`src/rtl/crcsp_pkg.sv`:
```
`timescale 1ns / 1ps
// ----------------------------------------------------------------------------
// crcsp_pkg
// Shared types, constants and helpers of the selectable-polynomial CRC block.
// ----------------------------------------------------------------------------
package crcsp_pkg;

  // Widest generator degree and remainder width.
  localparam int MAX_DEGREE = 64;
  // Width of the degree register.
  localparam int DEG_W      = 7;
  // Bit steps per message byte.
  localparam int STEPS      = 8;
  // Configuration data and address widths.
  localparam int CFG_DW     = 64;
  localparam int CFG_AW     = 4;

  // Register indexes, decoded from the 8-byte slot number of the address.
  localparam logic REG_DEGREE = 1'b0;
  localparam logic REG_POLY   = 1'b1;

  // Reset values: CRC-32 generator.
  localparam logic [DEG_W-1:0]      DEGREE_RESET = DEG_W'(32);
  localparam logic [MAX_DEGREE-1:0] POLY_RESET   = MAX_DEGREE'(64'h0000_0000_8260_8EDB);

  // Control broadcast to every cell of the remainder row.
  typedef struct packed {
    logic step;   // a byte is accepted: take the result of the eight steps
    logic clear;  // the byte closes the message: the remainder returns to zero
    logic load;   // degree changed: take the realigned remainder
  } cell_ctl_t;

  // Realignment request from the register block on a degree write.
  typedef struct packed {
    logic             realign;
    logic [DEG_W-1:0] new_shift;
  } realign_t;

  // Degree in force: zero counts as one, anything above the maximum as the maximum.
  function automatic logic [DEG_W-1:0] eff_degree(input logic [DEG_W-1:0] deg);
    logic [DEG_W-1:0] n;
    n = deg;
    if (n == '0) begin
      n = DEG_W'(1);
    end else if (n > DEG_W'(MAX_DEGREE)) begin
      n = DEG_W'(MAX_DEGREE);
    end
    return n;
  endfunction

  // The remainder is kept left-justified; this is its distance from bit zero.
  function automatic logic [DEG_W-1:0] align_shift(input logic [DEG_W-1:0] deg);
    return DEG_W'(MAX_DEGREE) - eff_degree(deg);
  endfunction

endpackage

```
`src/rtl/crcsp_regs.sv`:
```
`timescale 1ns / 1ps
// ----------------------------------------------------------------------------
// crcsp_regs
// Configuration registers: degree and generator polynomial, with a
// realignment request for the remainder whenever the degree is written.
// ----------------------------------------------------------------------------
module crcsp_regs import crcsp_pkg::*; (
  input  logic                  clk,
  input  logic                  rst_n,
  input  logic                  cfg_psel,
  input  logic                  cfg_penable,
  input  logic                  cfg_pwrite,
  input  logic [CFG_AW-1:0]     cfg_paddr,
  input  logic [CFG_DW-1:0]     cfg_pwdata,
  output logic [CFG_DW-1:0]     cfg_prdata,
  output logic                  cfg_pready,
  output logic [DEG_W-1:0]      shift_cur,
  output logic [MAX_DEGREE-1:0] poly,
  output realign_t              realign
);

  logic [DEG_W-1:0]      degree_r;
  logic [DEG_W-1:0]      degree_nxt;
  logic [MAX_DEGREE-1:0] poly_r;
  logic [MAX_DEGREE-1:0] poly_nxt;
  logic                  wr_en;
  logic                  reg_sel;

  assign cfg_pready = 1'b1;
  assign wr_en      = cfg_psel && cfg_penable && cfg_pwrite && cfg_pready;
  // Each register owns an 8-byte slot; the byte offset within it is ignored.
  assign reg_sel    = cfg_paddr[3];

  // Register writes.
  always_comb begin
    degree_nxt = degree_r;
    poly_nxt   = poly_r;
    if (wr_en) begin
      unique case (reg_sel)
        REG_DEGREE: degree_nxt = cfg_pwdata[DEG_W-1:0];
        REG_POLY:   poly_nxt   = cfg_pwdata[MAX_DEGREE-1:0];
        default:    ;
      endcase
    end
  end

  always_ff @(posedge clk) begin
    if (!rst_n) begin
      degree_r <= DEGREE_RESET;
      poly_r   <= POLY_RESET;
    end else begin
      degree_r <= degree_nxt;
      poly_r   <= poly_nxt;
    end
  end

  // Read-back.
  always_comb begin
    unique case (reg_sel)
      REG_DEGREE: cfg_prdata = CFG_DW'(degree_r);
      REG_POLY:   cfg_prdata = CFG_DW'(poly_r);
      default:    cfg_prdata = '0;
    endcase
  end

  assign shift_cur         = align_shift(degree_r);
  assign poly              = poly_r;
  assign realign.realign   = wr_en && (reg_sel == REG_DEGREE);
  assign realign.new_shift = align_shift(cfg_pwdata[DEG_W-1:0]);

endmodule

```
`config.mk`:
```
export PLATFORM = sky130hd
export DESIGN_NAME = crcsp_regs
export DESIGN_NICKNAME = d
export VERILOG_FILES = /design/src/rtl/crcsp_pkg.sv /design/src/rtl/crcsp_regs.sv
export SDC_FILE = /design/constraint.sdc
export NUM_CORES = 1
export LEC_CHECK = 0
export CORE_MARGIN = 5
export CORE_UTILIZATION = 50
export CTS_BUF_LIST = sky130_fd_sc_hd__clkbuf_4
export CTS_CLUSTER_SIZE = 14
export DETAILED_ROUTE_END_ITERATION = 8
export DONT_BUFFER_PORTS = 1
export SYNTH_ARGS = -nofsm -noshare
export SYNTH_HDL_FRONTEND = slang
export SYNTH_SLANG_ARGS = --single-unit
```
`constraint.sdc`:
```
create_clock -name clk -period 2.15 [get_ports clk]
set_input_delay 0.3225 -clock clk [delete_from_list [all_inputs] [get_ports clk]]
set_output_delay 0.3225 -clock clk [all_outputs]
set_load 0.01 [all_outputs]
```
==> results of run 1 <==
Yosys cell counts (all sizes together):
cell / instances / area share
mux2i: 2 / 0.0061
and4: 1 / 0.0027
inv: 4 / 0.0046
o21ai: 9 / 0.014
dfxtp: 71 / 0.43
mux2: 6 / 0.020
nor4: 1 / 0.0019
o31ai: 1 / 0.0023
ha: 2 / 0.0076
conb: 1 / 0.0011
nand3: 118 / 0.18
buf: 23 / 0.034
xnor2: 2 / 0.0053
clkbuf: 16 / 0.018
a21oi: 5 / 0.0076
and2: 57 / 0.11
a221oi: 1 / 0.0027
a31oi: 1 / 0.0019
a211oi: 1 / 0.0023
nor2b: 3 / 0.0065
or2: 4 / 0.0076
nand2: 86 / 0.098
nand4b: 1 / 0.0027
nand4: 2 / 0.0038
a311oi: 1 / 0.0027
o31a: 1 / 0.0027
o211ai: 1 / 0.0023
nand2b: 3 / 0.0057
nor2: 7 / 0.0080
or4: 1 / 0.0023
nand3b: 1 / 0.0023
nor3b: 1 / 0.0023
o41ai: 1 / 0.0027
power breakdown:
group / switching [mW] / internal [mW]
combinational: 0.116 / 0.0826
sequential: 0.0446 / 1.35
clock: 0.464 / 0.365
total: 0.624 / 1.79
cells in the final DEF, fill, tap and decap left out, types with 2 or more instances in the layout:
master and count:
nand3_1 118, nand2_1 86, dfxtp_1 69, and2_1 57, buf_4 11, clkbuf_4 10
o21ai_1 9, nor2_1 6, mux2_1 6, or2_1 4, inv_1 3, a21oi_1 3
nand2b_1 3, a21oi_2 2, nor2b_1 2, nand4_1 2, clkinv_2 2, dfxtp_2 2
dlygate4sd3_1 2, buf_12 2
final timing paths:
kind	startpoint	end	slack (ns)	cells past startpoint
setup / recovery	degree_r[2]	shift_cur[4]	-0.21	7
hold / removal	cfg_pwdata[49]	poly[49]	0.04	2
setup reg to reg	degree_r[6]	degree_r[6]	1.26	2
hold reg to reg	poly[56]	poly[56]	0.51	2
cell families after synthesis:
| group | after synthesis |
|---|---|
| AO/OA/AOI/OAI | 22 |
| AND/OR/NAND/NOR | 286 |
| multiplexers | 8 |
| buffers and inverters | 43 |
| other | 1 |
| adder cells (fa/ha/maj) | 2 |
| flip-flops | 71 |
| XOR/XNOR | 2 |
area by class of cell:
cell class / count / area, um^2
fill: 615 / 2800
multi-input combinational: 321 / 1760
sequential: 71 / 1420
timing repair buffer: 16 / 154
tap: 77 / 96.3
clock buffer: 10 / 75.1
clock inverter: 6 / 60.1
inverter: 4 / 15.0
flip-flops by register name, summed over array words and instances (netlist names):
| register | count |
|---|---|
| degree_r | 7 |
| poly | 64 |
metrics by stage:
stage | worst slack, ns | total power [mW] | hold slack (ns) | cell area [um^2]
2_1_floorplan | 0.0554 | 1.60 | 0.445 | 3300
3_3_place_gp | 0.00652 | 1.60 | 0.411 | 3330
3_5_place_dp | -0.0280 | 1.60 | 0.402 | 3330
4_1_cts | -0.292 | 2.45 | 0.00403 | 3570
5_1_grt | -0.312 | 2.54 | 0.000249 | 3580
6_report | -0.206 | 2.42 | 0.0378 | 3580
per-layer routing:
metal | up-vias | track usage | routed length (um)
met5 | - | 0 | 0
li1 | 1430 | - | -
met3 | 14 | 0.0810 | 884
met4 | 0 | 0.0819 | 154
met1 | 1303 | 0.251 | 3690
met2 | 144 | 0.337 | 4390
what timing repair did:
item	4_1_cts	5_1_grt
hold buffers	1	1
pin swaps	5	2
gates resized for setup	9	6
hold endpoints to repair	14	1
endpoints found under the setup margin	4	4
setup buffers	6	1
==> flow_summary_export.csv, run 1 <==
group,metric,value,unit
status,status,"finished with violations",
status,violations,"negative setup slack",
synthesis,synth_fa_ha_area_frac,0.00759,
layout,fin_nets,498,
timing,tns,-0.497,ns
drt,via_per_inst,5.72,
clock_tree,clk_pin_slew_worst_paths,0.12,ns
drt,vias,2891,
pwr,vdd_drop_max,0.404,mV
timing,finalMaxSlewViolations,0,
global_route,grt_pass1_wl,14300,um
floorplanning,die_x,91.2,um
worst_setup_path,path_max_fanout,3,
worst_setup_path,crit_family,"simple AND/OR/NAND/NOR gates",
timing,setup_viol,3,
timing,fin_skew,0,ns
timing,period_needed,2.36,ns
global_route,antenna_found_initial,0,
layout,diodes,0,
synthesis,synthesis.area,0.00330,mm^2
global_route,grt_max_degree,114,
drt,wirelength,9110,um
clock_tree,cts-root-buf,"clkbuf_4",
worst_setup_path,path_cells,"nor4_4 > a21oi_2 > or2_1 > ha_4 > nor2b_1 > a221oi_2 > buf_4",
layout,fin_util,0.561,
synthesis,synth.distinct_cells,37,
synthesis,synth-xor-area-share,0.00532,
timing,hold_violations,0,
clock_tree,clockBufferDepth,2,
floorplanning,die_area,0.00831,mm^2
worst_setup_path,crit_buf_inv,1,
run,drv_cap,0,
floorplanning,start_util,0.516,
worst_hold_path,hp-class,"in -> reg",
place,gp_congestion,0.817,
global_route,grt_usage,0.209,
layout,area_growth,8.77,%
worst_setup_path,cp_slowest_cell,"dfxtp_2",
timing,layout_setup_ws,-0.206,ns
layout,drive_gt1_frac,0.0981,
worst_setup_path,crit_required,1.83,ns
global_route,grt_pass1_vias,2709,
timing,slew_headroom,0.611,
worst_setup_path,max_stage_delay,0.34,ns
worst_setup_path,cp-start-kind,"register",
synthesis,synth_simple_gate_area_frac,0.431,
clock_tree,insertion_delay,0.38,ns
floorplanning,die_h,91.2,um
timing,rsz0062_at_grt,"true",
timing,max_freq,424,MHz
synthesis,synth_compound_area_frac,0.0406,
drt,drc_errors,0,
place,numPortBuffers,0,
pwr,p_leak,1.61,nW
clock_tree,cts_tree,"yes",
worst_setup_path,critical_path_class,"reg -> out",
worst_setup_path,cp-end-kind,"primary output",
synthesis,avgSynthCellArea,7.58,um^2
synthesis,synth_top_family_by_area,"simple AND/OR/NAND/NOR gates",
drt,ant_nets,0,
place,placed_cells,484,
floorplanning,core,0.00639,mm^2
pwr,power_density,675,mW/mm^2
layout,final_cells,505,
synthesis,yosys-mux-area-fraction,0.0266,
worst_setup_path,crit_arrival,2.03,ns
clock_tree,cts.sinks,71,
synthesis,syn_inst,435,
global_route,overflow,0,
timing,worstMarginPinSlew,0.582,ns
clock_tree,h-tree-depth,3,
drt,firstDrtPassIters,4,
floorplanning,num_rows,29,
synthesis,synth_warnings,0,
synthesis,synth-seq-cells,71,
drt,dr.first_iter.drc_count,148,
synthesis,mappedNetlistNets,510,
timing,fin_crit_sh,1.10,
clock_tree,cts_inserted_buffers,9,
place,hpwlAfterDp,5990,um
synthesis,synth_seq_area_share,0.431,
drt,wl_per_cell,18.0,um
floorplanning,ios,217,
(Power assumes the default switching activity.)
==> inputs of run 2 (changes only) <==
CAP_MARGIN = 20   (was unset)
CORE_UTILIZATION = 40   (was 50)
==> run 2 against run 1 <==
The run still ends with negative setup slack left. Register-to-register slack better by 0.07 ns. Die area is 22% higher. Sequential power hardly changed. Total power is 4.4% higher. Cell count is 7.1% higher. Design area is 3.4% higher. Largest cell class unchanged. Highest routed layer unchanged.
==> flow_summary_export.csv, run 2 (synthesis results as in run 1) <==
group,metric,value,unit
status,status,"finished with violations",
status,violations,"negative setup slack",
pwr,p_leak,1.65,nW
floorplanning,start_util,0.405,
layout,fin_nets,506,
run,drv_cap,0,
pwr,power_frac_clock,0.366,
global_route,overflow,0,
worst_setup_path,crit_family,"simple AND/OR/NAND/NOR gates",
drt,firstDrtPassIters,4,
timing,fin_skew,0,ns
drt,drc_errors,0,
worst_setup_path,rrSetupSlack,1.33,ns
drt,wirelength,9090,um
global_route,grt_usage,0.168,
worst_setup_path,rr_endpoint,"degree_r[5]",
worst_setup_path,cp-start-kind,"register",
floorplanning,core,0.00813,mm^2
worst_hold_path,hold_start,"cfg_pwdata[27]",
worst_hold_path,hp-class,"in -> reg",
drt,wl_per_cell,16.8,um
layout,fillCellCount,799,
clock_tree,h-tree-depth,3,
clock_tree,cts_inserted_buffers,9,
pwr,power.share.combinational,0.083,
timing,rsz0062_at_grt,"true",
place,gp_congestion,0.849,
clock_tree,insertion_delay,0.38,ns
drt,vias,2944,
floorplanning,num_rows,33,
worst_setup_path,path_cells,"nor4_4 > a21oi_2 > or2_1 > ha_4 > nor2b_1 > a221oi_2 > buf_4",
pwr,p_seq_frac,0.551,
worst_setup_path,critical_path_class,"reg -> out",
timing,worstMarginPinSlew,0.708,ns
pwr,cellInternalPower,1.90,mW
pwr,vdd_drop_max,0.387,mV
worst_setup_path,path_max_fanout,4,
worst_setup_path,r2r_cells,3,
timing,setup_viol,3,
global_route,grt_pass1_wl,13600,um
layout,regArea,0.00142,mm^2
layout,layout_common_cells,"nand3_1 (118), nand2_1 (85), dfxtp_1 (69)",
pwr,power_density,681,mW/mm^2
timing,slew_headroom,0.528,
worst_setup_path,crit_buf_inv,1,
clock_tree,cts-root-buf,"clkbuf_4",
timing,hold_violations,0,
global_route,grt_pass1_vias,2740,
worst_setup_path,crit_arrival,2.08,ns
clock_tree,cts.sinks,71,
pwr,total_power,2.53,mW
layout,largest_register_ffs,64,
drt,ant_nets,0,
place,numPortBuffers,0,
drt,dr.first_iter.drc_count,166,
worst_setup_path,max_stage_delay,0.35,ns
place,placed_cells,513,
worst_hold_path,min_delay_path_depth,2,
layout,area_growth,12.5,%
layout,multiInputGateArea,0.00177,mm^2
layout,final_common_cell,"nand3_1",
timing,layout_setup_ws,-0.257,ns
layout,diodes,0,
clock_tree,cts_tree,"yes",
floorplanning,ios,217,
floorplanning,die_h,101,um
timing,fin_crit_sh,1.12,
place,hpwlAfterDp,6000,um
clock_tree,clockBufferDepth,2,
worst_setup_path,crit_required,1.83,ns
global_route,antenna_found_initial,0,
floorplanning,die_area,0.0102,mm^2
worst_hold_path,hold_path_end,"poly[27]",
layout,final_cells,541,
layout,drive_gt1_frac,0.101,
clock_tree,clk_pin_slew_worst_paths,0.13,ns
timing,max_freq,415,MHz
timing,finalMaxSlewViolations,0,
worst_setup_path,cp-end-kind,"primary output",
worst_setup_path,cp_slowest_cell,"dfxtp_2",
global_route,grt_max_degree,114,
worst_setup_path,r2r-start,"degree_r[5]",
drt,via_per_inst,5.44,
timing,period_needed,2.41,ns
floorplanning,die_x,101,um
pwr,switchingPower,0.624,mW
pwr,switching_share,0.247,
-- run 2: changes by cell type in the layout (fill, tap and decap cells not counted), sizes merged --
cell	before	now
buf	14	16
bufinv	1	2
clkbuf	10	9
clkinv	3	5
clkinvlp	1	0
dlygate4sd3	2	8
inv	5	4
-- run 2: what timing repair did --
| item | in CTS | in global routing |
|---|---|---|
| hold endpoints to repair | 21 | 0 |
| pin swaps | 5 | 1 |
| buffers inserted | 2 | 2 |
| resized for setup | 9 | 6 |
| hold buffers | 8 | 0 |
| endpoints found under the setup margin | 4 | 4 |
-- run 2: stage by stage --
stage	worst slack, ns	TNS, ns	instance area, um^2	util	hold slack, ns
2_1_floorplan	0.0554	0	3300	-	0.445
3_3_place_gp	-0.00864	-0.00864	3360	0.413	0.407
3_5_place_dp	-0.0772	-0.0772	3360	0.413	0.406
4_1_cts	-0.311	-0.481	3660	0.450	0.00169
5_1_grt	-0.399	-0.970	3710	0.456	0.00278
6_report	-0.257	-0.635	3710	0.456	0.0408
-- run 2: worst register-to-register path, delay by kind of cell, from the launching register on --
kind / cells / cell delay [ns]
and+or+nand+nor: 1 / 0.07
muxes: 1 / 0.13
DFF: 1 / 0.35
buffers and inverters: 1 / 0.14
-- run 2: routing by layer --
metal	wire length, um	GRT usage	vias up	share of wire
met2	4450	0.269	147	0.49
li1	-	-	1446	-
met5	0	0	-	0
met4	119	0.0684	0	0.013
met1	3680	0.206	1343	0.40
met3	843	0.0547	8	0.093
-- run 2: worst max path at each step --
stage,start,to,slack (ns),depth (start not counted)
2_1_floorplan,degree_r[2],shift_cur[4],0.06,6
3_3_place_gp,degree_r[2],shift_cur[4],-0.009,7
3_5_place_dp,degree_r[2],shift_cur[4],-0.08,7
4_1_cts,degree_r[5],shift_cur[4],-0.31,7
5_1_grt,degree_r[2],shift_cur[4],-0.40,7
6_report,degree_r[2],shift_cur[4],-0.26,7
-- run 2: final cells by class --
| cell class | instances | area share |
|---|---|---|
| clock buffers | 9 | 0.0182 |
| inverters | 4 | 0.00405 |
| well taps | 105 | 0.0354 |
| flip-flops and latches | 71 | 0.384 |
| repair buffers | 24 | 0.0584 |
| clock inverters | 7 | 0.0236 |
| multi-input cells | 321 | 0.476 |
-- run 2: power groups by stage --
stage          sequential (mW)  clock [mW]  combinational [mW]
2_1_floorplan             1.41           0               0.190
3_3_place_gp              1.42           0               0.175
3_5_place_dp              1.42           0               0.177
4_1_cts                   1.39       0.974               0.203
5_1_grt                   1.40        1.01               0.230
6_report                  1.39       0.926               0.208
