**config.mk**
```make
export PLATFORM = sky130hd
export DESIGN_NAME = crcsp_cell
export DESIGN_NICKNAME = d
export VERILOG_FILES = /design/src/rtl/crcsp_pkg.sv /design/src/rtl/crcsp_cell.sv
export SDC_FILE = /design/constraint.sdc
export NUM_CORES = 1
export LEC_CHECK = 0
export ABC_CLOCK_PERIOD_IN_PS = 900
export BUFFER_PORTS_ARGS = -buffer_cell sky130_fd_sc_hd__buf_2
export CAP_MARGIN = 40
export CORE_AREA = 2 2 39 41
export CTS_CLUSTER_DIAMETER = 80
export CTS_CLUSTER_SIZE = 24
export DETAILED_ROUTE_END_ITERATION = 16
export DIE_AREA = 0 0 41 43
export SKIP_CTS_REPAIR_TIMING = 1
export SLEW_MARGIN = 5
export SYNTH_ARGS = -nofsm -noshare
export SYNTH_HDL_FRONTEND = slang
export SYNTH_SLANG_ARGS = --single-unit
```
**constraint.sdc**
```tcl
create_clock -name clk -period 0.9 [get_ports clk]
set_input_delay 0.09 -clock clk [delete_from_list [all_inputs] [get_ports clk]]
set_output_delay 0.09 -clock clk [all_outputs]
set_load 0.005 [all_outputs]
```
**src/rtl/crcsp_pkg.sv**
```systemverilog
`timescale 1ns / 1ps
// ----------------------------------------------------------------------------
// crcsp_pkg
// Shared types, constants and helpers of the selectable-polynomial CRC block.
// ----------------------------------------------------------------------------
package crcsp_pkg;

  // Widest generator degree and remainder width.
  localparam int MAX_DEGREE = 64;
  // Width of the degree register.
  localparam int DEG_W      = 7;
  // Bit steps per message byte.
  localparam int STEPS      = 8;
  // Configuration data and address widths.
  localparam int CFG_DW     = 64;
  localparam int CFG_AW     = 4;

  // Register indexes, decoded from the 8-byte slot number of the address.
  localparam logic REG_DEGREE = 1'b0;
  localparam logic REG_POLY   = 1'b1;

  // Reset values: CRC-32 generator.
  localparam logic [DEG_W-1:0]      DEGREE_RESET = DEG_W'(32);
  localparam logic [MAX_DEGREE-1:0] POLY_RESET   = MAX_DEGREE'(64'h0000_0000_8260_8EDB);

  // Control broadcast to every cell of the remainder row.
  typedef struct packed {
    logic step;   // a byte is accepted: take the result of the eight steps
    logic clear;  // the byte closes the message: the remainder returns to zero
    logic load;   // degree changed: take the realigned remainder
  } cell_ctl_t;

  // Realignment request from the register block on a degree write.
  typedef struct packed {
    logic             realign;
    logic [DEG_W-1:0] new_shift;
  } realign_t;

  // Degree in force: zero counts as one, anything above the maximum as the maximum.
  function automatic logic [DEG_W-1:0] eff_degree(input logic [DEG_W-1:0] deg);
    logic [DEG_W-1:0] n;
    n = deg;
    if (n == '0) begin
      n = DEG_W'(1);
    end else if (n > DEG_W'(MAX_DEGREE)) begin
      n = DEG_W'(MAX_DEGREE);
    end
    return n;
  endfunction

  // The remainder is kept left-justified; this is its distance from bit zero.
  function automatic logic [DEG_W-1:0] align_shift(input logic [DEG_W-1:0] deg);
    return DEG_W'(MAX_DEGREE) - eff_degree(deg);
  endfunction

endpackage

```
**src/rtl/crcsp_cell.sv**
```systemverilog
`timescale 1ns / 1ps
// ----------------------------------------------------------------------------
// crcsp_cell
// One bit slice of the left-justified remainder. It passes its value through
// the eight bit steps of a byte and hands each intermediate bit to the cell
// above it.
// ----------------------------------------------------------------------------
module crcsp_cell import crcsp_pkg::*; (
  input  logic             clk,
  input  logic             rst_n,
  input  cell_ctl_t        ctl,
  input  logic             load_bit,   // realigned remainder bit
  input  logic             gen_bit,    // aligned generator bit of this slice
  input  logic [STEPS-1:0] fb,         // feedback of each bit step
  input  logic [STEPS-1:0] chain_in,   // lower neighbor before each step
  output logic [STEPS-1:0] chain_out,  // this slice before each step
  output logic             next_bit    // this slice after the last step
);

  logic           bit_r;
  logic           bit_nxt;
  logic [STEPS:0] st;

  // Each step shifts in the lower neighbor and adds the generator on feedback.
  always_comb begin
    st[0] = bit_r;
    for (int s = 0; s < STEPS; s++) begin
      st[s+1] = chain_in[s] ^ (fb[s] & gen_bit);
    end
  end

  assign chain_out = st[STEPS-1:0];
  assign next_bit  = st[STEPS];

  // Next value of the stored bit.
  always_comb begin
    priority if (ctl.load) begin
      bit_nxt = load_bit;
    end else if (ctl.clear) begin
      bit_nxt = 1'b0;
    end else if (ctl.step) begin
      bit_nxt = st[STEPS];
    end else begin
      bit_nxt = bit_r;
    end
  end

  always_ff @(posedge clk) begin
    if (!rst_n) begin
      bit_r <= 1'b0;
    end else begin
      bit_r <= bit_nxt;
    end
  end

endmodule

```
==> insert_results.sql, run 1 <==
INSERT INTO impl_metrics (metric_group, metric, value, unit) VALUES
('power', 'post-layout-total-power', '206', 'µW'),
('timing', 'worstMarginPinSlew', '225', 'ps'),
('timing', 'clock_skew', '0', 'ps'),
('floorplanning', 'die_outline_area', '0.00176', 'mm²'),
('timing', 'unrepaired_setup_endpoints_after_global_routing', 'no', ''),
('routing', 'detailroute.via_count', '251', ''),
('power', 'power_leakage', '0.000199', 'µW'),
('power', 'p_comb_share', '76.1', '%'),
('final_layout', 'num_antenna_cells', '0', ''),
('final_layout', 'num-nets-final', '78', ''),
('timing', 'hold_violations', '0', ''),
('logic_synthesis', 'ys_ff_latch', '1', ''),
('worst_setup_path', 'critical_path_peak_fanout', '2', ''),
('timing', 'final_max_slew_viol_count', '0', ''),
('clock_network', 'insertion_delay', '0', 'ps'),
('place', 'pre_cts_ws', '100', 'ps'),
('logic_synthesis', 'mappedNetlistArea', '183', 'µm²'),
('final_layout', 'syn2layout_area_growth', '85.6', '%'),
('power', 'power.net_switching', '63.4', 'µW'),
('final_layout', 'postLayoutCoreUtil', '24.5', '%'),
('place', 'detailed_place.area', '339', 'µm²'),
('global_route', 'first_pass_grt_wire_length', '634', 'µm'),
('final_layout', 'flip_flop_count_of_the_largest_register_after_layout', '1', ''),
('global_route', 'pin_count_of_the_biggest_net_entering_global_routing', '9', ''),
('power', 'p_int', '142', 'µW'),
('routing', 'post_drt_wl_per_cell', '6.91', 'µm'),
('floorplanning', 'die_w', '41', 'µm'),
('routing', 'drt.antenna.violating_nets', '0', ''),
('floorplanning', 'num_io_pins', '32', ''),
('worst_setup_path', 'worst_ep_required_time', '840', 'ps'),
('place', 'final_weighted_congestion_in_routability_driven_placement', '0.693', ''),
('final_layout', 'largestRegisters', 'bit_r: 1 flops', ''),
('place', 'placement.io_buffers', '31', ''),
('global_route', 'grt_usage', '4.70', '%'),
('power', 'ir_drop', '0.148', 'mV'),
('routing', 'drcViolationCount', '0', ''),
('worst_setup_path', 'worstPathArrival', '730', 'ps'),
('timing', 'setup_viol', '0', ''),
('timing', 'final_period_minus_worst_setup_slack', '791', 'ps'),
('timing', 'timing.slew.headroom', '84.9', '%'),
('floorplanning', 'die_y', '43', 'µm'),
('floorplanning', 'core-area', '0.00138', 'mm²'),
('outcome', 'outcome', 'finished, final reports clean', ''),
('routing', 'wl', '477', 'µm'),
('power', 'switching_share', '30.9', '%'),
('floorplanning', 'initial_core_util', '13.2', '%'),
('final_layout', 'footprint_of_the_multi_input_gates', '144', 'µm²'),
('worst_setup_path', 'worstSetupStartpointType', 'register', ''),
('final_layout', 'final_layout_size_suffix_gt1_share', '62.3', '%'),
('power', 'sequentialPowerShare', '23.9', '%'),
('logic_synthesis', 'yosysSeqAreaShare', '11.0', '%'),
('final_layout', 'count_of_fill_cells_added_during_filler_insertion', '152', ''),
('final_layout', 'finalInstanceArea', '339', 'µm²'),
('global_route', 'overflow', '0', ''),
('clock_network', 'clk_transition_reported_paths', '0', 'ps'),
('logic_synthesis', 'yosys.area.top_type_share', '33.6', '%'),
('final_layout', 'layout.area.seq', '20.0', 'µm²'),
('logic_synthesis', 'netlist.top_cell.by_area', 'sky130_fd_sc_hd__xnor2_1', ''),
('logic_synthesis', 'synthTopCellsByArea', 'sky130_fd_sc_hd__xnor2_1 (34%), sky130_fd_sc_hd__nand2_1 (18%), sky130_fd_sc_hd__dfxtp_1 (11%)', ''),
('timing', 'final.setup.tns', '0', 'ps'),
('routing', 'drtIter0Drc', '0', ''),
('power', 'powerDensity', '606', 'mW/mm²'),
('timing', 'clock.fmax', '1.26', 'GHz'),
('global_route', 'first_global_vias', '200', ''),
('final_layout', 'largest-register', 'bit_r', ''),
('timing', 'layout_worst_path_cycle_share', '87.9', '%'),
('routing', 'drt_pre_antenna_iters', '1', ''),
('logic_synthesis', 'syn_avg_cell_area', '7.61', 'µm²'),
('routing', 'post_drt_via_cell_ratio', '3.64', ''),
('global_route', 'antenna_found_initial', '0', ''),
('hold_path', 'worst_hold_path_type', 'in -> reg', ''),
('place', 'dp_hpwl', '462', 'µm'),
('floorplanning', 'number_of_placement_rows', '14', ''),
('power', 'power_share_of_the_clock_group', '0', '%'),
('logic_synthesis', 'syn-instance-count', '24', ''),
('worst_setup_path', 'cp-end-kind', 'register', ''),
('flow_run', 'maxCapViolations', '0', ''),
('logic_synthesis', 'syn_nets', '47', ''),
('logic_synthesis', 'yosysWarnings', '0', ''),
('logic_synthesis', 'synth_cell_types', '10', ''),
('worst_setup_path', 'critPathKind', 'reg -> reg', ''),
('timing', 'layout_setup_ws', '109', 'ps');
-- stage by stage --
stage,instances,hold WS [ps]
after floorplan,24,223
after global placement,69,315
after detailed placement,69,315
after CTS,69,316
after global routing,69,322
final,69,314
-- cells in the mapped netlist --
| cell | number |
|---|---|
| sky130_fd_sc_hd__xnor2_2 | 1 |
| sky130_fd_sc_hd__o31ai_1 | 1 |
| sky130_fd_sc_hd__nand2_4 | 1 |
| sky130_fd_sc_hd__dfxtp_1 | 1 |
| sky130_fd_sc_hd__buf_4 | 1 |
| sky130_fd_sc_hd__nand2_1 | 9 |
| sky130_fd_sc_hd__buf_6 | 1 |
| sky130_fd_sc_hd__nor2_1 | 1 |
| sky130_fd_sc_hd__xnor2_1 | 7 |
| sky130_fd_sc_hd__o211a_1 | 1 |
-- layout by cell type (no fill, tap or decap), drive strengths merged --
cell / synthesis / routed
xnor2: 8 / 8
dfxtp: 1 / 1
buf: 2 / 31
o31ai: 1 / 1
o211a: 1 / 1
nor2: 1 / 1
nand2: 10 / 10
-- power groups by stage --
stage / sequential, µW / combinational (µW) / clock, µW
floorplan: 49.1 / 75.7 / 0
global placement: 49.2 / 157 / 0
detailed placement: 49.2 / 159 / 0
CTS: 49.2 / 159 / 0
global route: 49.5 / 174 / 0
finish: 49.2 / 156 / 0
-- cell families after synthesis --
kind of cell,after synthesis,share of synthesized area [%]
simple gates,11,26.7
flops,1,11.0
buf+inv,2,10.3
compound gates,2,9.59
xor+xnor,8,42.5
-- worst max-delay path, stage by stage (launching register included) --
cell and delay [ps]:
sky130_fd_sc_hd__dfxtp_1 300, sky130_fd_sc_hd__nor2_1 50, sky130_fd_sc_hd__o31ai_1 210, sky130_fd_sc_hd__o211a_1 170
-- layer usage --
metal	track usage [%]	wire length, µm	vias up
met5	0	0	-
met4	0	0	0
met3	0	101	0
met2	10.3	219	23
met1	4.44	156	95
li1	-	-	133
-- final cells by class --
type                            count  share of cell area, %
Tap cell                           16                   5.90
Sequential cell                     1                   5.90
Timing Repair Buffer               31                   45.8
Multi-Input combinational cell     21                   42.4
-- path summary, 6_finish.rpt --
| kind | depth (start not counted) | startpoint | slack (ps) | to |
|---|---|---|---|---|
| min | 2 | rst_n | 310 | bit_r |
| max | 3 | bit_r | 110 | bit_r |
| max reg2reg | 3 | bit_r | 110 | bit_r |
| min reg2reg | 3 | bit_r | 630 | bit_r |
Note: power is estimated with default switching activity, not from simulation.
==> inputs of run 2 (changes only) <==
--- a/config.mk
+++ b/config.mk
@@ -6,13 +6,13 @@
 export NUM_CORES = 1
 export LEC_CHECK = 0
 export ABC_CLOCK_PERIOD_IN_PS = 900
-export BUFFER_PORTS_ARGS = -buffer_cell sky130_fd_sc_hd__buf_2
 export CAP_MARGIN = 40
 export CORE_AREA = 2 2 39 41
 export CTS_CLUSTER_DIAMETER = 80
 export CTS_CLUSTER_SIZE = 24
 export DETAILED_ROUTE_END_ITERATION = 16
 export DIE_AREA = 0 0 41 43
+export DONT_BUFFER_PORTS = 1
 export SKIP_CTS_REPAIR_TIMING = 1
 export SLEW_MARGIN = 5
 export SYNTH_ARGS = -nofsm -noshare
==> constraint.sdc (replaced) <==
create_clock -name clk -period 0.9 [get_ports clk]
set_input_delay 0.09 -clock clk [delete_from_list [all_inputs] [get_ports clk]]
set_output_delay 0.09 -clock clk [all_outputs]
set_load 0.1 [all_outputs]
==> run 2 against run 1 <==
Combinational power grew to 4.0 times the previous value. Clock skew is the same. Wire length grew 22%. Setup slack worse by 3.3 ps. Die area unchanged. Fmax decreased by 0.41%. Sequential cell count unchanged. Worst hold slack got worse by 74 ps. Critical path type unchanged. Critical endpoint unchanged. Highest routed layer unchanged.
==> insert_results.sql, run 2 (synthesis results as in run 1) <==
INSERT INTO impl_metrics (metric_group, metric, value, unit) VALUES
('timing', 'layout_worst_path_cycle_share', '88.2', '%'),
('final_layout', 'count_of_fill_cells_added_during_filler_insertion', '130', ''),
('power', 'switching_share', '56.5', '%'),
('final_layout', 'largestRegisters', 'bit_r: 1 flops', ''),
('global_route', 'overflow', '0', ''),
('timing', 'holdWs', '239', 'ps'),
('timing', 'final.setup.tns', '0', 'ps'),
('timing', 'unrepaired_setup_endpoints_after_global_routing', 'no', ''),
('timing', 'layout_setup_ws', '106', 'ps'),
('global_route', 'pin_count_of_the_biggest_net_entering_global_routing', '9', ''),
('floorplanning', 'number_of_placement_rows', '14', ''),
('routing', 'drt_pre_antenna_iters', '1', ''),
('floorplanning', 'die_outline_area', '0.00176', 'mm²'),
('clock_network', 'clk_transition_reported_paths', '0', 'ps'),
('power', 'p_comb_share', '92.5', '%'),
('power', 'sequentialPowerShare', '7.5', '%'),
('routing', 'drt.antenna.violating_nets', '0', ''),
('global_route', 'antenna_found_initial', '0', ''),
('place', 'dp_hpwl', '611', 'µm'),
('worst_setup_path', 'worstSetupStartpointType', 'register', ''),
('power', 'power_share_of_the_clock_group', '0', '%'),
('global_route', 'first_pass_grt_wire_length', '814', 'µm'),
('routing', 'drcViolationCount', '0', ''),
('floorplanning', 'die_y', '43', 'µm'),
('outcome', 'outcome', 'finished, final reports clean', ''),
('global_route', 'first_global_vias', '232', ''),
('clock_network', 'insertion_delay', '0', 'ps'),
('final_layout', 'layout.cells.most_common_list', 'sky130_fd_sc_hd__nand2_1 (9), sky130_fd_sc_hd__xnor2_4 (8), sky130_fd_sc_hd__buf_12 (8)', ''),
('power', 'power.net_switching', '379', 'µW'),
('power', 'powerDensity', '1330', 'mW/mm²'),
('worst_setup_path', 'cp-end-kind', 'register', ''),
('timing', 'clock_skew', '0', 'ps'),
('final_layout', 'layout_commonest_cell', 'sky130_fd_sc_hd__nand2_1', ''),
('routing', 'detailroute.via_count', '199', ''),
('floorplanning', 'num_io_pins', '32', ''),
('timing', 'final_period_minus_worst_setup_slack', '794', 'ps'),
('final_layout', 'layout.area.seq', '21.3', 'µm²'),
('place', 'placement.io_buffers', '0', ''),
('timing', 'worstMarginPinSlew', '277', 'ps'),
('global_route', 'grt_usage', '6.53', '%'),
('timing', 'timing.slew.headroom', '81.7', '%'),
('timing', 'hold_violations', '0', ''),
('power', 'ir_drop', '0.543', 'mV'),
('routing', 'post_drt_wl_per_cell', '12.4', 'µm'),
('place', 'pre_cts_ws', '90.6', 'ps'),
('flow_run', 'maxCapViolations', '0', ''),
('routing', 'wl', '583', 'µm'),
('routing', 'post_drt_via_cell_ratio', '4.23', ''),
('timing', 'clock.fmax', '1.26', 'GHz'),
('final_layout', 'syn2layout_area_growth', '175', '%'),
('floorplanning', 'core-area', '0.00138', 'mm²'),
('final_layout', 'final_layout_size_suffix_gt1_share', '67.7', '%'),
('routing', 'drtIter0Drc', '0', ''),
('final_layout', 'num-nets-final', '56', ''),
('worst_setup_path', 'worst_ep_required_time', '840', 'ps'),
('final_layout', 'footprint_of_the_multi_input_gates', '294', 'µm²'),
('timing', 'setup_viol', '0', ''),
('floorplanning', 'die_w', '41', 'µm'),
('hold_path', 'worst_hold_path_type', 'in -> reg', ''),
('worst_setup_path', 'critPathKind', 'reg -> reg', ''),
('power', 'power_leakage', '0.000213', 'µW'),
('worst_setup_path', 'worstPathArrival', '730', 'ps'),
('floorplanning', 'initial_core_util', '13.2', '%'),
('final_layout', 'num_antenna_cells', '0', ''),
('timing', 'final_max_slew_viol_count', '0', ''),
('power', 'p_int', '292', 'µW'),
('worst_setup_path', 'critical_path_peak_fanout', '2', ''),
('place', 'final_weighted_congestion_in_routability_driven_placement', '0.689', ''),
('final_layout', 'flip_flop_count_of_the_largest_register_after_layout', '1', ''),
('final_layout', 'largest-register', 'bit_r', '');
## run 2: worst paths after layout
| path | startpoint | end | slack [ps] | cells past startpoint |
|---|---|---|---|---|
| hold reg to reg | bit_r | bit_r | 630 | 3 |
| hold / removal | rst_n | bit_r | 240 | 1 |
| setup reg to reg | bit_r | bit_r | 110 | 3 |
| setup / recovery | bit_r | bit_r | 110 | 3 |
## run 2: power groups by stage
| stage | registers [µW] | clock network [µW] | logic, µW |
|---|---|---|---|
| floorplan | 49.1 | 0 | 447 |
| global placement | 49.4 | 0 | 618 |
| detailed placement | 49.7 | 0 | 622 |
| CTS | 49.7 | 0 | 623 |
| global route | 51.3 | 0 | 638 |
| finish | 50.7 | 0 | 621 |
## run 2: critical path: stages, from the launching register on
cell                      delay (ps)
sky130_fd_sc_hd__dfxtp_2         310
sky130_fd_sc_hd__nor2_2           40
sky130_fd_sc_hd__o31ai_2         210
sky130_fd_sc_hd__o211a_1         170
## run 2: metal layers
layer	routed length (µm)	GRT usage (%)
met5	0	0
met4	0	0
met3	147	4.19
met2	331	14.7
met1	104	3.22
## run 2: layout make-up
type,instances,area share [%]
well taps,16,3.98
multi-input cells,21,58.5
flip-flops and latches,1,4.23
repair buffers,9,33.3
## run 2: stage by stage
stage               cell area [µm²]  std cells  power [µW]  utilization (%)
finish                          503         47         671             36.3
detailed placement              494         47         672             35.7
CTS                             494         47         673             35.7
floorplan                       329         24         496                -
global route                    503         47         689             36.3
global placement                494         47         667             35.7
==> inputs of run 3 (changes only) <==
--- a/config.mk
+++ b/config.mk
@@ -5,6 +5,7 @@
 export SDC_FILE = /design/constraint.sdc
 export NUM_CORES = 1
 export LEC_CHECK = 0
+export ABC_AREA = 1
 export ABC_CLOCK_PERIOD_IN_PS = 900
 export CAP_MARGIN = 40
 export CORE_AREA = 2 2 39 41
@@ -13,6 +14,7 @@
 export DETAILED_ROUTE_END_ITERATION = 16
 export DIE_AREA = 0 0 41 43
 export DONT_BUFFER_PORTS = 1
+export HOLD_SLACK_MARGIN = 0.02
 export SKIP_CTS_REPAIR_TIMING = 1
 export SLEW_MARGIN = 5
 export SYNTH_ARGS = -nofsm -noshare
==> run 3 against run 2 <==
Via count grew 0.50%. Sequential power shrank 2%. Utilization up 0.36 points. Fmax rose by 12%. Global-route usage decreased by 1.0 points. Clock skew did not move. Die area is the same. Critical path depth increased by 1. Critical endpoint unchanged. Largest cell class unchanged.
==> insert_results.sql, run 3 <==
INSERT INTO impl_metrics (metric_group, metric, value, unit) VALUES
('worst_setup_path', 'critPathKind', 'reg -> reg', ''),
('worst_setup_path', 'worstPathArrival', '640', 'ps'),
('final_layout', 'largestRegisters', 'bit_r: 1 flops', ''),
('logic_synthesis', 'yosys.area.top_type_share', '31.0', '%'),
('logic_synthesis', 'ys_ff_latch', '1', ''),
('place', 'dp_hpwl', '483', 'µm'),
('routing', 'drtIter0Drc', '0', ''),
('floorplanning', 'die_y', '43', 'µm'),
('hold_path', 'hold-path-endpoint', 'bit_r', ''),
('final_layout', 'final_layout_size_suffix_gt1_share', '66.7', '%'),
('floorplanning', 'number_of_placement_rows', '14', ''),
('clock_network', 'clk_transition_reported_paths', '0', 'ps'),
('final_layout', 'largest-register', 'bit_r', ''),
('final_layout', 'postLayoutCoreUtil', '36.7', '%'),
('routing', 'drt_pre_antenna_iters', '1', ''),
('worst_setup_path', 'worst_path_max_stage_delay', '300', 'ps'),
('timing', 'worstMarginPinSlew', '278', 'ps'),
('worst_setup_path', 'critical_path.top_delay_family', 'flip-flops', ''),
('logic_synthesis', 'synthTopCellsByCount', 'sky130_fd_sc_hd__nand2_1 (8), sky130_fd_sc_hd__xnor2_1 (7), sky130_fd_sc_hd__nand2_2 (3)', ''),
('timing', 'timing.slew.headroom', '81.6', '%'),
('logic_synthesis', 'synth_most_common_cell', 'sky130_fd_sc_hd__nand2_1', ''),
('flow_run', 'maxCapViolations', '0', ''),
('global_route', 'first_global_vias', '176', ''),
('final_layout', 'num-nets-final', '61', ''),
('place', 'placed_cells', '52', ''),
('hold_path', 'hp_start', 'rst_n', ''),
('worst_setup_path', 'regToRegStartpoint', 'bit_r', ''),
('timing', 'clock.fmax', '1.41', 'GHz'),
('timing', 'hold_violations', '0', ''),
('place', 'final_weighted_congestion_in_routability_driven_placement', '0.532', ''),
('global_route', 'grt_usage', '5.52', '%'),
('logic_synthesis', 'syn_avg_cell_area', '6.82', 'µm²'),
('logic_synthesis', 'netlist.top_cell.by_area', 'sky130_fd_sc_hd__xnor2_1', ''),
('timing', 'layout_setup_ws', '189', 'ps'),
('floorplanning', 'initial_core_util', '14.3', '%'),
('final_layout', 'layoutNonFillerInstCount', '52', ''),
('worst_setup_path', 'critical_path_peak_fanout', '2', ''),
('final_layout', 'count_of_fill_cells_added_during_filler_insertion', '138', ''),
('floorplanning', 'die_w', '41', 'µm'),
('power', 'power_leakage', '0.000215', 'µW'),
('routing', 'drcViolationCount', '0', ''),
('routing', 'post_drt_via_cell_ratio', '3.85', ''),
('floorplanning', 'core-area', '0.00138', 'mm²'),
('timing', 'final_max_slew_viol_count', '0', ''),
('final_layout', 'layout.cells.most_common_list', 'sky130_fd_sc_hd__buf_12 (8), sky130_fd_sc_hd__xnor2_4 (7), sky130_fd_sc_hd__nand2_1 (6)', ''),
('place', 'pre_cts_ws', '181', 'ps'),
('logic_synthesis', 'syn-instance-count', '29', ''),
('routing', 'wl', '498', 'µm'),
('routing', 'detailroute.via_count', '200', ''),
('logic_synthesis', 'synthTopCellsByArea', 'sky130_fd_sc_hd__xnor2_1 (31%), sky130_fd_sc_hd__nand2_1 (15%), sky130_fd_sc_hd__dfxtp_1 (10%)', ''),
('worst_setup_path', 'worst_r2r_path_depth', '4', ''),
('final_layout', 'layout_commonest_cell', 'sky130_fd_sc_hd__buf_12', ''),
('logic_synthesis', 'synth_cell_types', '11', ''),
('worst_setup_path', 'worstSetupStartpointType', 'register', ''),
('place', 'placement.io_buffers', '0', ''),
('power', 'ir_drop', '0.329', 'mV'),
('routing', 'drt.antenna.violating_nets', '0', ''),
('routing', 'post_drt_wl_per_cell', '9.58', 'µm'),
('worst_setup_path', 'path_cells', 'nor2_1 > nor2_1 > nand2_2 > a21oi_2', ''),
('power', 'powerDensity', '1290', 'mW/mm²'),
('worst_setup_path', 'reg2reg_setup_slack', '190', 'ps'),
('clock_network', 'insertion_delay', '0', 'ps'),
('floorplanning', 'die_outline_area', '0.00176', 'mm²'),
('worst_setup_path', 'cp-end-kind', 'register', ''),
('worst_setup_path', 'cpMostUsedCell', 'sky130_fd_sc_hd__nor2_1', ''),
('global_route', 'first_pass_grt_wire_length', '724', 'µm'),
('timing', 'unrepaired_setup_endpoints_after_global_routing', 'no', ''),
('timing', 'layout_worst_path_cycle_share', '78.9', '%'),
('logic_synthesis', 'synth_edf_count', '0', ''),
('timing', 'setup_viol', '0', ''),
('worst_setup_path', 'worstReg2RegEnd', 'bit_r', ''),
('final_layout', 'flip_flop_count_of_the_largest_register_after_layout', '1', ''),
('floorplanning', 'num_io_pins', '32', ''),
('global_route', 'pin_count_of_the_biggest_net_entering_global_routing', '10', ''),
('final_layout', 'syn2layout_area_growth', '157', '%'),
('final_layout', 'num_antenna_cells', '0', ''),
('logic_synthesis', 'yosysWarnings', '0', ''),
('hold_path', 'worst_hold_path_type', 'in -> reg', ''),
('worst_setup_path', 'cp_num_buf_inv', '0', ''),
('global_route', 'antenna_found_initial', '0', ''),
('logic_synthesis', 'syn_nets', '52', ''),
('worst_setup_path', 'worst_ep_required_time', '830', 'ps'),
('logic_synthesis', 'asyncSetResetFlopFracSynth', '0', '%'),
('outcome', 'outcome', 'finished, final reports clean', ''),
('logic_synthesis', 'yosysSeqAreaShare', '10.1', '%'),
('global_route', 'overflow', '0', ''),
('logic_synthesis', 'synth_flop_cell', 'sky130_fd_sc_hd__dfxtp_1', ''),
('worst_setup_path', 'crit_slowest_cell', 'sky130_fd_sc_hd__dfxtp_1', ''),
('hold_path', 'hold_depth', '2', ''),
('timing', 'clock_skew', '0', 'ps'),
('logic_synthesis', 'mappedNetlistArea', '198', 'µm²'),
('timing', 'final_period_minus_worst_setup_slack', '711', 'ps');
-- run 3: metrics by stage --
step / area (µm²) / setup TNS (ps) / hold slack (ps) / power, µW
4_1_cts: 508 / 0 / 260 / 658
5_1_grt: 508 / 0 / 272 / 672
2_1_floorplan: 348 / -581 / 247 / 496
6_report: 508 / 0 / 259 / 655
3_5_place_dp: 508 / 0 / 260 / 658
3_3_place_gp: 508 / 0 / 251 / 655
-- run 3: worst max path at each step --
| stage | from | end | slack [ps] | depth (start not counted) |
|---|---|---|---|---|
| 3_3_place_gp | bit_r | bit_r | 220 | 4 |
| 5_1_grt | bit_r | bit_r | 110 | 4 |
| 6_report | bit_r | bit_r | 190 | 4 |
| 3_5_place_dp | bit_r | bit_r | 180 | 4 |
| 2_1_floorplan | gen_bit | chain_out[5] | -90 | 3 |
| 4_1_cts | bit_r | bit_r | 180 | 4 |
-- run 3: routing by layer --
layer	GRT usage [%]	vias to the layer above	part of all wire [%]
met5	0	-	0
met4	0	0	0
met3	0	0	13
met2	9.69	14	59
met1	7.72	85	28
li1	-	101	-
-- run 3: layout make-up --
| type | count | area, µm² | share of cell area, % |
|---|---|---|---|
| timing repair buffer | 9 | 168 | 33.0 |
| multi-input combinational | 24 | 293 | 57.6 |
| sequential | 1 | 20.0 | 3.94 |
| inverter | 2 | 7.51 | 1.48 |
| tap | 16 | 20.0 | 3.94 |
-- run 3: report_power, final --
part	leakage [µW]	switching [µW]	internal (µW)
clock	0	0	0
sequential	0.00000832	1.43	48.4
combinational	0.000206	370	234
-- run 3: cells by family after synthesis --
logic type | after synthesis | synth area share, %
simple gates | 15 | 38.6
xor+xnor | 7 | 31.0
buf+inv | 4 | 13.3
compound gates | 2 | 6.96
flops | 1 | 10.1
